## config.mk

```make
export PLATFORM = sky130hd
export DESIGN_NAME = fea_front
export DESIGN_NICKNAME = d
export VERILOG_FILES = /design/src/design/fea_pkg.sv /design/src/design/fea_front.sv
export SDC_FILE = /design/constraint.sdc
export NUM_CORES = 1
export LEC_CHECK = 0
export BUFFER_PORTS_ARGS = -buffer_cell sky130_fd_sc_hd__buf_2
export CAP_MARGIN = 25
export CORE_ASPECT_RATIO = 0.8
export CORE_MARGIN = 2
export CORE_UTILIZATION = 37
export DETAILED_ROUTE_END_ITERATION = 12
export PLACE_DENSITY = 0.79
export SETUP_SLACK_MARGIN = 0.2
export SYNTH_ARGS = -nofsm -noshare
export SYNTH_HDL_FRONTEND = slang
export SYNTH_SLANG_ARGS = --single-unit
```

## constraint.sdc

```tcl
create_clock -name aclk -period 4.1 [get_ports aclk]
set_input_delay 0.205 -clock aclk [delete_from_list [all_inputs] [get_ports aclk]]
set_output_delay 0.205 -clock aclk [all_outputs]
set_load 0.005 [all_outputs]
```

## src/design/fea_pkg.sv

```systemverilog
// Shared types and constants for the forward elimination block.
package fea_pkg;

    localparam int unsigned VALUE_W     = 32;
    localparam int unsigned ORDER_W     = 3;
    localparam int unsigned FRAC_BITS   = 16;
    localparam int unsigned DIVIDEND_W  = VALUE_W + FRAC_BITS;
    localparam int unsigned DIV_CNT_W   = 6;
    localparam logic [ORDER_W-1:0] ORDER_RESET = 3'd3;
    localparam logic [ORDER_W-1:0] ORDER_MIN   = 3'd2;
    localparam logic [0:0] REG_ORDER = 1'b0;

    typedef struct packed {
        logic signed [VALUE_W-1:0] value;
        logic                      last;
        logic [ORDER_W-1:0]        order;
    } queue_entry_t;

    typedef struct packed {
        logic                         start;
        logic signed [DIVIDEND_W-1:0] dividend;
        logic signed [VALUE_W-1:0]    divisor;
    } div_req_t;

    typedef struct packed {
        logic                      done;
        logic signed [VALUE_W-1:0] quotient;
    } div_rsp_t;

endpackage

```

## src/design/fea_front.sv

```systemverilog
// Front end: takes input beats, counts the load and tags the last element.
module fea_front #(
    parameter int unsigned MAX_ORDER = 7
) (
    input  logic                                aclk,
    input  logic                                aresetn,
    input  logic                                s_valid,
    output logic                                s_ready,
    input  logic signed [fea_pkg::VALUE_W-1:0]  s_element_value,
    input  logic [fea_pkg::ORDER_W-1:0]         order,
    input  logic                                q_full,
    output logic                                q_push,
    output fea_pkg::queue_entry_t               q_entry
);
    import fea_pkg::*;

    localparam int unsigned DEPTH = MAX_ORDER * (MAX_ORDER + 1);
    localparam int unsigned CW    = $clog2(DEPTH + 1);

    logic [CW-1:0]      count_reg;
    logic [ORDER_W-1:0] n_eff;
    logic [CW-1:0]      total;
    logic [CW-1:0]      count_inc;
    logic               last;

    always_comb begin
        if (order < ORDER_MIN) begin
            n_eff = ORDER_MIN;
        end else if (32'(order) > MAX_ORDER) begin
            n_eff = ORDER_W'(MAX_ORDER);
        end else begin
            n_eff = order;
        end
        total     = CW'(CW'(n_eff) * (CW'(n_eff) + CW'(1)));
        count_inc = count_reg + CW'(1);
        last      = (count_inc >= total);
    end

    assign s_ready        = !q_full;
    assign q_push         = s_valid && s_ready;
    assign q_entry.value  = s_element_value;
    assign q_entry.last   = last;
    assign q_entry.order  = n_eff;

    always_ff @(posedge aclk) begin
        if (!aresetn) begin
            count_reg <= '0;
        end else if (q_push) begin
            count_reg <= last ? '0 : count_inc;
        end
    end

endmodule

```

---- After elaboration in Yosys (flattened, before gate mapping) ----
Index checks and enable logic that the tools add are counted.
W data, S select, Z words.
operators by class
  reductions and logical operators ........ 2
  add/subtract/negate cells ............... 2
  magnitude comparators ................... 2
  mux-type cells .......................... 2
  $mul .................................... 1
operators by type and width
  operator               number
  $add A6 B1 Y6 const B  1
  $ge A6 B6 Y1           1
  $mul A3 B4 Y6          1
  $mux W6                1
  $add A3 B1 Y4 const B  1
  $lt A3 B2 Y1 const B   1
  $mux W3                1
  $logic_and A1 B1 Y1    1
  $logic_not A1 Y1       1
word-level totals
  logic and storage cells ................. 10
  output and inout port bits .............. 38
  flip-flop bits (word level) ............. 6
  input bits .............................. 39

---- Depth between registers and ports, before layout ----
  depth in word-level cells ............... 6
  mapped depth ............................ 14
  depth with buffers taken out ............ 13

---- Least setup slack after synthesis ----
OpenSTA, ideal clock, no wires.
  path kind ............................... in2reg
  start ................................... input port order[2] (netlist name)
  end ..................................... register count_reg[5]
  data arrival time ....................... 3243 ps
  setup slack ............................. 740 ps
  data required time ...................... 3983 ps
  stages on the path ...................... 14
  setup time .............................. 117 ps
  cell sequence ........................... buf_2 > o21a_1 > ha_1 > mux2_2 > fa_1 > inv_1 > fa_1 > xnor2_1 > xnor2_1 > ha_1 > nand4_1 > o221ai_2 > nor2_2 > a22o_1
RTL lines
  what                  line             source
  start, declared       fea_front.sv:10  input logic [fea_pkg::ORDER_W-1:0] order,
  end signal, assigned  fea_front.sv:49  count_reg <= last ? '0 : count_inc;
  end, declared         fea_front.sv:20  logic [CW-1:0] count_reg;

==> impl_metrics.tcl <==
set metrics [dict create \
    critPathBufInv 3 \
    vias 580 \
    clkPwrFrac_pct 31.8 \
    rows 15 \
    grt_pass1_wl_mm 2.48 \
    yosys-top-cells-area "buf_4 (29%), dfxtp_1 (14%), ha_1 (13%)" \
    rsz0062_at_grt "false" \
    cts-root-buf "clkbuf_4" \
    dieHeight_um 47.1 \
    grt_pass1_vias 576 \
    ir_drop_uv 134 \
    grt_antenna_before_repair 0 \
    clk_path_buf_depth 2 \
    via_per_inst 5.37 \
    placed_cells 105 \
    crit_path_cell_trace "buf_2, o21a_1, ha_1, mux2_2, fa_1, inv_1, fa_1, xnor2_1, xnor2_1, ha_1, nand4_1, o221ai_2, buf_2" \
    post_synth.cell_area_avg_um2 8.36 \
    synth.most_common_cell "buf_4" \
    netlist_area_um2 861 \
    final-setup-viol-count 0 \
    async_flop_share_pct 0 \
    ios 77 \
    ctsResizeCount 0 \
    fin_nets 135 \
    yosysTopAreaCell "buf_4" \
    clk_pin_slew_ps 40 \
    synth_common_cells "buf_4 (33), ha_1 (9), nand2_1 (8)" \
    holdBufCountCts 0 \
    hpwl_mm 1.22 \
    drv_slew 0 \
    core_area_mm2 0.00218 \
    grt_util_all_layers_pct 12.3 \
    worstHoldPathType "input port to register" \
    synthAdderAreaFrac_pct 17.7 \
    setup_tns_ps 0 \
    synth-simple-area-share_pct 13.8 \
    internal_power_w 0.000118 \
    port_buffers 12 \
    cts.sinks 6 \
    grt_max_degree 11 \
    yosys_most_used_dff "dfxtp_1" \
    dr.pass1.iters 4 \
    startpoint_type "input port" \
    synthCells 103 \
    synth_compound_area_share_pct 13.2 \
    worst_pin_slew_ps 349 \
    htree_levels 1 \
    yosysSeqAreaShare_pct 14.0 \
    cpPeakStageDelay_ps 500 \
    globalRoute.totalOverflow 0 \
    cts_tree "built" \
    die_w_um 57.9 \
    combPwrFrac_pct 32.4 \
    wl_per_cell_um 14.1 \
    clkLatencyLatePin_ps 250 \
    gp_congestion 0.772 \
    ys_warn_count 0 \
    syn_to_final_growth_pct -16.6 \
    drive_gt1_share_pct 26.5 \
    antenna_cells 0 \
    synth_top_area_share_pct 28.8 \
    cp_data_arrival_time_ps 3320 \
    relSlewSlack_pct 76.6 \
    initial_core_util_pct 39.5 \
    netSwitchingFraction_pct 31.8 \
    synth-xor-area-share_pct 7.12 \
    synthMuxAreaShare_pct 1.31 \
    final_util_pct 33.0 \
    cp_max_fo 10 \
    synth_top_family_by_area "buffers and inverters" \
    p_leak_nw 0.345 \
    cp-end-kind "output port" \
    seqPwrFrac_pct 35.7 \
    synth-edff-count 0 \
    dieArea_mm2 0.00273 \
    power_density_mw_per_mm2 242 \
    syn_nets 153 \
    crit_slowest_cell "fa_1" \
    fin_crit_sh_pct 85.9 \
    period_needed_ps 3520 \
    routed_wl_mm 1.53 \
    synth.distinct_cells 29 \
    ys_ff_latch 6 \
    cp_top_family "adder cells" \
    layout.cells.non_filler 108 \
    largest_reg_flops 6 \
    critical_path_class "input port to output port" \
    finalClockSkew_ps 3.54 \
    numCtsBuffers 3 \
    post-cts-setup-buffers 0 \
    postRouteAntennaNets 0 \
    finalHoldViolCount 0 \
    drtIter0Drc 10 \
    outcome "complete, no violations" \
    drc 0 \
    cp.required_ps 3890 \
    fmax_mhz 284 \
    switching_power_w 0.0000552 \
    drv_cap 0 \
]
==> power by group through the flow <==
stage	clock network, W	logic (W)	registers (W)
floorplan	0	0.0000659	0.0000627
global placement	0	0.0000505	0.0000628
detailed placement	0	0.0000557	0.0000630
CTS	0.0000567	0.0000562	0.0000619
global route	0.0000604	0.0000649	0.0000621
finish	0.0000552	0.0000563	0.0000620
==> layout make-up <==
type,count,area [um^2]
Fill cell,212,1460
Multi-Input combinational cell,55,458
Sequential cell,6,120
Timing Repair Buffer,12,60.1
Tap cell,25,31.3
Inverter,7,26.3
Clock buffer,3,22.5
==> cells by family (layout without fill, tap and decap cells) <==
logic type | after synthesis | after routing
and+or+nand+nor | 21 | 21
xor gates and xnor gates | 7 | 7
buffers and inverters | 42 | 22
AOI/OAI and AO/OA | 15 | 15
adders and majority gates | 11 | 11
muxes | 1 | 1
DFF | 6 | 6
==> stage by stage <==
| stage | total power (W) | cell area [um^2] | hold slack (ps) | worst slack [ps] |
|---|---|---|---|---|
| floorplan | 0.000129 | 861 | 323 | 740 |
| detailed placement | 0.000119 | 696 | 410 | 521 |
| finish | 0.000173 | 718 | 200 | 580 |
| global placement | 0.000113 | 696 | 410 | 663 |
| CTS | 0.000175 | 718 | 194 | 606 |
| global route | 0.000187 | 718 | 197 | 347 |
==> path summary, 6_finish.rpt <==
check,start,end,slack [ps],depth (start not counted)
max,order[2],q_entry[3],580,13
min reg2reg,count_reg[1],count_reg[1],480,2
max reg2reg,count_reg[0],count_reg[3],1990,8
min,aresetn,count_reg[2],200,2
==> per-layer routing <==
metal | track usage (%) | vias up | routed length, um
met5 | 0 | - | 0
li1 | - | 264 | -
met4 | 6.05 | 0 | 53
met1 | 10.9 | 260 | 464
met2 | 24.3 | 40 | 863
met3 | 5.79 | 16 | 146
==> cell usage in the layout (no fill, tap or decap), types with 3 or more instances in the layout <==
cell,Yosys,layout
xnor2_1,4,4
a21oi_1,4,4
clkbuf_4,0,3
ha_1,9,9
buf_2,1,12
nand2_1,8,8
dfxtp_1,6,6
inv_1,7,7
a22o_1,3,3
xor2_1,3,3
Power figures use the tool's default switching activity.
