===== config.mk =====
export PLATFORM = sky130hd
export DESIGN_NAME = fea_queue
export DESIGN_NICKNAME = d
export VERILOG_FILES = /design/src/design/fea_pkg.sv /design/src/design/fea_queue.sv
export SDC_FILE = /design/constraint.sdc
export NUM_CORES = 1
export LEC_CHECK = 0
export BUFFER_PORTS_ARGS = -buffer_cell sky130_fd_sc_hd__buf_2
export CORE_MARGIN = 10
export CORE_UTILIZATION = 45
export DETAILED_ROUTE_END_ITERATION = 8
export GPL_TIMING_DRIVEN = 0
export PLACE_DENSITY = 0.63
export SLEW_MARGIN = 40
export SYNTH_ARGS = -nofsm -noshare
export SYNTH_HDL_FRONTEND = slang
export SYNTH_SLANG_ARGS = --single-unit

===== constraint.sdc =====
create_clock -name aclk -period 2.55 [get_ports aclk]
set_input_delay 0.255 -clock aclk [delete_from_list [all_inputs] [get_ports aclk]]
set_output_delay 0.255 -clock aclk [all_outputs]
set_load 0.02 [all_outputs]

===== src/design/fea_pkg.sv =====
// Shared types and constants for the forward elimination block.
package fea_pkg;

    localparam int unsigned VALUE_W     = 32;
    localparam int unsigned ORDER_W     = 3;
    localparam int unsigned FRAC_BITS   = 16;
    localparam int unsigned DIVIDEND_W  = VALUE_W + FRAC_BITS;
    localparam int unsigned DIV_CNT_W   = 6;
    localparam logic [ORDER_W-1:0] ORDER_RESET = 3'd3;
    localparam logic [ORDER_W-1:0] ORDER_MIN   = 3'd2;
    localparam logic [0:0] REG_ORDER = 1'b0;

    typedef struct packed {
        logic signed [VALUE_W-1:0] value;
        logic                      last;
        logic [ORDER_W-1:0]        order;
    } queue_entry_t;

    typedef struct packed {
        logic                         start;
        logic signed [DIVIDEND_W-1:0] dividend;
        logic signed [VALUE_W-1:0]    divisor;
    } div_req_t;

    typedef struct packed {
        logic                      done;
        logic signed [VALUE_W-1:0] quotient;
    } div_rsp_t;

endpackage


===== src/design/fea_queue.sv =====
// Small FIFO between the front end and the elimination engine.
module fea_queue (
    input  logic                  aclk,
    input  logic                  aresetn,
    input  logic                  push,
    input  fea_pkg::queue_entry_t push_entry,
    output logic                  full,
    input  logic                  pop,
    output logic                  pop_valid,
    output fea_pkg::queue_entry_t pop_entry
);
    import fea_pkg::*;

    localparam int unsigned QDEPTH = 4;
    localparam int unsigned PW     = $clog2(QDEPTH);

    queue_entry_t    slot_reg [QDEPTH];
    logic [PW-1:0]   wptr_reg;
    logic [PW-1:0]   rptr_reg;
    logic [PW:0]     fill_reg;
    logic            do_push;
    logic            do_pop;

    assign full      = (fill_reg == (PW+1)'(QDEPTH));
    assign pop_valid = (fill_reg != '0);
    assign pop_entry = slot_reg[rptr_reg];
    assign do_push   = push && !full;
    assign do_pop    = pop && pop_valid;

    always_ff @(posedge aclk) begin
        if (do_push) begin
            slot_reg[wptr_reg] <= push_entry;
        end
        if (!aresetn) begin
            wptr_reg <= '0;
            rptr_reg <= '0;
            fill_reg <= '0;
        end else begin
            if (do_push) begin
                wptr_reg <= wptr_reg + PW'(1);
            end
            if (do_pop) begin
                rptr_reg <= rptr_reg + PW'(1);
            end
            if (do_push && !do_pop) begin
                fill_reg <= fill_reg + (PW+1)'(1);
            end else if (do_pop && !do_push) begin
                fill_reg <= fill_reg - (PW+1)'(1);
            end
        end
    end

endmodule


# --- After elaboration in Yosys (flattened, before gate mapping) ---
# Memory sizes are Yosys's and may differ from the RTL's. A register that Yosys moved wholly into a read port is not among the register bits.
# Cells that the tools add are included.
classes:
  n_eq_ne: 1
  n_reduce_logical: 9
  n_mux: 6
  add_sub_neg: 4
op_table:
  columns: ["cell", "n"]
  rows:
  - ["3-bit two-way mux", 2]
  - ["2-bit by 1-bit adder with 2-bit output, second input constant", 2]
  - ["1-bit logical AND", 4]
  - ["2-bit two-way mux", 2]
  - ["3-bit by 1-bit adder with 3-bit output, second input constant", 1]
  - ["3-bit == test, second input constant", 1]
  - ["1-bit zero test", 3]
  - ["3-bit nonzero test", 1]
  - ["3-bit by 1-bit subtractor with 3-bit output, second input constant", 1]
  - ["1-bit two-way mux", 2]
  - ["2-bit nonzero test", 1]
totals:
  inputBits: 40
  output_inout_bits: 38
  reg_bits: 7
  ram_bits: 144
  n_memories: 1
memory_table:
  columns: ["name", "depth", "width", "read_ports", "rd_clocked_by_memory_dff", "wr", "line_no", "source"]
  rows:
  - ["slot_reg", 4, 36, 1, 1, 1, "fea_queue.sv:17", "queue_entry_t slot_reg [QDEPTH];"]

# --- Depth between registers and ports, before layout ---
logic_depth:
  depth_word: 7
  ltp_mapped: 9

# --- Worst setup path before layout ---
# OpenSTA, ideal clock, no wires.
synth_timing:
  path_type: "register to register"
  from: "register fill_reg[0]"
  to: "memory slot_reg[0][0] (netlist bit) (enable)"
  path_stages_with_launch: 5
  n_path_buf: 1
  synth_period_minus_slack_ps: 2146
  setup_time_ps: 397
  t_arrival_ps: 1749
  setup_slack_ps: 404
  cell_sequence: "dfxtp_1 nor3b_2 nor2b_1 buf_2 and2_1"
synth_via:
  elab_chain_cells: 5
synth_lines:
  columns: ["element", "line_no", "source"]
  rows:
  - ["from (decl)", "fea_queue.sv:20", "logic [PW:0] fill_reg;"]
  - ["from (signal assigned)", "fea_queue.sv:46", "fill_reg <= fill_reg + (PW+1)'(1);"]
  - ["from (signal assigned)", "fea_queue.sv:48", "fill_reg <= fill_reg - (PW+1)'(1);"]
  - ["3-bit == test", "fea_queue.sv:24", "assign full = (fill_reg == (PW+1)'(QDEPTH));"]
  - ["named net full", "fea_queue.sv:7", "output logic full,"]
  - ["1-bit zero test", "fea_queue.sv:27", "assign do_push = push && !full;"]
  - ["1-bit logical AND", "fea_queue.sv:27", null]
  - ["named net do_push", "fea_queue.sv:21", "logic do_push;"]
  - ["1-bit two-way mux", "fea_queue.sv:31", "if (do_push) begin"]
  - ["1-bit two-way mux (implied by the code)", "fea_queue.sv:32", "slot_reg[wptr_reg] <= push_entry;"]
  - ["to (decl)", "fea_queue.sv:17", null]
# The timed path passes the listed nets, and every way through them passes these cells.

# --- Final worst setup path ---
layout_timing:
  from: "register fill_reg[0]"
  to: "register fill_reg[2]"
layout_via:
  elab_chain_cells: 6
layout_lines:
  columns: ["element", "line_no", "source"]
  rows:
  - ["3-bit == test *", "fea_queue.sv:24", null]
  - ["1-bit zero test *", "fea_queue.sv:27", null]
  - ["1-bit logical AND *", "fea_queue.sv:27", null]
  - ["named net do_push", "fea_queue.sv:21", null]
  - ["1-bit zero test", "fea_queue.sv:47", "end else if (do_pop && !do_push) begin"]
  - ["1-bit logical AND", "fea_queue.sv:47", null]
  - ["2-bit nonzero test (no source line)", null, null]
# The timed path passes the listed nets; every way through them passes the cells marked *. The select of a mux whose other input is x is not followed.
# A chain may end at the register's enable or synchronous reset.

==> key figures <==
Status
  – Outcome: complete, no violations

GRT
  – Total GRT Usage: 12.3%
  – Vias in the first global route: 2911
  – Initial antenna violation count: 0
  – Largest net degree at the start of global routing: 34
  – Global route total overflow: 0
  – First-pass GRT wire length: 16200 um

Power and ir drop
  – Gate power share: 26.0%
  – Internal Power: 5340 uW
  – Clock Power Share: 31.2%
  – PD cells: 1060 nW/um^2
  – Leakage: 0.00239 uW
  – Sw Ratio: 27.3%
  – Psw: 2010 uW
  – Seq pwr share: 42.8%
  – Peak supply drop: 0.522 mV

Worst setup path
  – CP Launch Type: flop
  – Crit path DAT: 2.56 ns
  – Number of buffer and inverter stages on the critical path: 2
  – Worst-path cell chain: nor3b_2 > nor2b_1 > buf_2 > ha_1 > inv_1 > fa_1 > xor2_1 > or3_1 > a21boi_0
  – Worst Setup End Kind: flop
  – Worst-path maximum fanout: 7
  – CP peak stage delay: 0.50 ns
  – Worst r2r src: fill_reg[0]$_SDFFE_PN0P_
  – Worst setup path start: fill_reg[0]$_SDFFE_PN0P_
  – Crit path max-delay family: adder cells
  – Slowest CP cell: dfxtp_1
  – Req. time, crit path: 2.89 ns
  – Critical path class: flop to flop

Finish
  – Largest register FFs: 144
  – ANT cells: 0
  – FF+latch area: 4500 um^2
  – Nets: 381
  – Area of the multi-input gates: 1110 um^2
  – Design Area, Final: 6950 um^2
  – Share of cells above drive strength 1: 44.3%
  – # fillers: 1012
  – Area Growth Syn to Fin: 21.5%
  – Fin util: 55.5%

Clock network
  – CTS tree: yes
  – CTS Hold Buffers Added: 0
  – Clock buffer depth: 2
  – # resized after CTS: 0
  – Post-CTS Setup Inserts: 0
  – CTS sink cnt: 153
  – Num CTS Buffers: 17
  – H-tree lvl count: 4
  – Worst-Skew Late Latency: 0.41 ns
  – Root Driver: clkbuf_16
  – CTS clk-pin slew, worst paths: 0.06 ns

Synthesis
  – Yosys top cell area share: 75.6%
  – Cells after synthesis: 236
  – Post-Syn Area: 5720 um^2
  – Post-Syn Nets: 282
  – Ys flop type: edfxtp_1
  – Synth warn: 0
  – Post-synth top area cell: edfxtp_1
  – Number of flops mapped to enable cells by yosys: 144
  – Post-synth ARST share: 0%
  – Sequential fraction of the synthesis area: 78.8%
  – Synth area leaders: edfxtp_1 76%, mux4_2 13%, dfxtp_1 3.2%
  – Mapped Avg Cell Area: 24.2 um^2
  – Most frequent cell after synthesis: edfxtp_1
  – Number of synthesized register bits: 153
  – Top cells by count, synth: 144 x edfxtp_1, 34 x mux4_2, 9 x dfxtp_1
  – Netlist cell types: 24

Timing
  – RSZ-0062 raised after global routing: no
  – Fmax: 451 MHz
  – Slew of the pin with the lowest slew margin: 0.356 ns
  – Fin crit share: 87.0%
  – Max Slew Vio Count: 0
  – Crit path time final: 2.22 ns
  – Worst slew margin: 76.2%
  – Final WS setup: 0.332 ns
  – Final setup fails: 0
  – Fin. Hold Viols: 0
  – Clk_skew: 0.00582 ns

Die
  – I/O pin count: 78
  – Rows: 41
  – Die width: 133 um
  – Die area: 17600 um^2
  – Core area: 12500 um^2
  – Initial core utilization: 45.7%
  – Die Height: 133 um

Min path
  – Worst Hold Launch: push_entry[25]
  – Hold WC Path Type: input pin to flop

Placed design
  – Global placement routability congestion: 0.690
  – Post-DP HPWL: 6450 um
  – Worst slack at placement: 0.345 ns
  – Area after DPL: 6400 um^2
  – PortBufs: 76

Detailed routing
  – Iteration-0 DRC Markers: 132
  – Antenna Nets Post-Route: 0
  – DR vias: 2597
  – Final wirelength: 10000 um
  – Wire per inst: 19.3 um
  – DRC viols: 0
  – Drt via density: 4.99
  – First-pass detailed-route iteration total: 4

Job
  – Max-Cap Viols: 0
path summary, 6_finish.rpt:
check | end | slack [ns] | cells after the start
max | fill_reg[2]$_SDFFE_PN0P_ | 0.33 | 9
min | slot_reg[0][25]$_DFFE_PP_ | 0.05 | 1
max reg2reg | fill_reg[2]$_SDFFE_PN0P_ | 0.33 | 9
min reg2reg | wptr_reg[1]$_SDFFE_PN0P_ | 0.50 | 2
power groups by stage:
stage | combinational [uW] | sequential, uW | clock [uW]
global placement | 1920 | 3200 | 0
detailed placement | 1980 | 3200 | 0
global route | 2080 | 3170 | 2490
floorplan | 1370 | 3180 | 0
finish | 1910 | 3150 | 2300
CTS | 1980 | 3150 | 2360
per-stage QoR:
stage / hold slack [ns] / total power, uW / TNS [ns] / std cells
finish: 0.0523 / 7360 / 0 / 520
global route: 0.0338 / 7740 / 0 / 520
CTS: 0.0289 / 7490 / 0 / 520
detailed placement: 0.471 / 5180 / 0 / 488
global placement: 0.467 / 5120 / -48.71 / 484
floorplan: 0.354 / 4550 / 0 / 236
layer usage:
layer	vias to the layer above	GRT usage (%)	wire (um)
met4	0	6.05	223
li1	1180	-	-
met2	65	20.0	5140
met1	1331	13.8	4090
met5	-	0	0
met3	21	4.88	578
cells in the final DEF (no fill, tap or decap), types with 2 or more instances in the layout:
cell type / n
mux2i_1: 3
clkinv_2: 5
clkbuf_1: 4
xnor2_1: 3
nand2_1: 4
buf_2: 80
ha_1: 5
clkbuf_16: 17
bufinv_16: 2
mux4_2: 34
clkinv_1: 4
and2_4: 4
buf_12: 7
edfxtp_1: 144
and2_1: 4
nor2b_1: 2
mux4_1: 2
inv_1: 3
or3_1: 2
dfxtp_1: 9
area by class of cell:
| type | instances | area share (%) |
|---|---|---|
| repair buffers | 80 | 6.63 |
| inverters | 3 | 0.162 |
| plain buffers | 10 | 1.44 |
| well taps | 172 | 3.10 |
| clock buffers | 20 | 6.28 |
| multi-input cells | 70 | 16.0 |
| clock inverters | 12 | 1.55 |
| flip-flops and latches | 153 | 64.8 |
worst register-to-register path, stage by stage (launching register included):
cell,delay [ns]
dfxtp_1,0.50
nor3b_2,0.09
nor2b_1,0.10
buf_2,0.19
ha_1,0.22
inv_1,0.06
fa_1,0.38
xor2_1,0.15
or3_1,0.30
a21boi_0,0.16
kinds of logic (layout without fill, tap and decap cells):
family	count (synthesis)	count (layout)	share of synthesized area, %
XOR/XNOR	4	4	0.613
adder cells (fa/ha/maj)	6	6	1.44
buffers and inverters	13	125	1.95
multiplexers	39	39	14.8
AO/OA/AOI/OAI	4	4	0.591
flip-flops	153	153	78.8
AND/OR/NAND/NOR	17	17	1.79
Note: power is estimated with default switching activity, not from simulation.
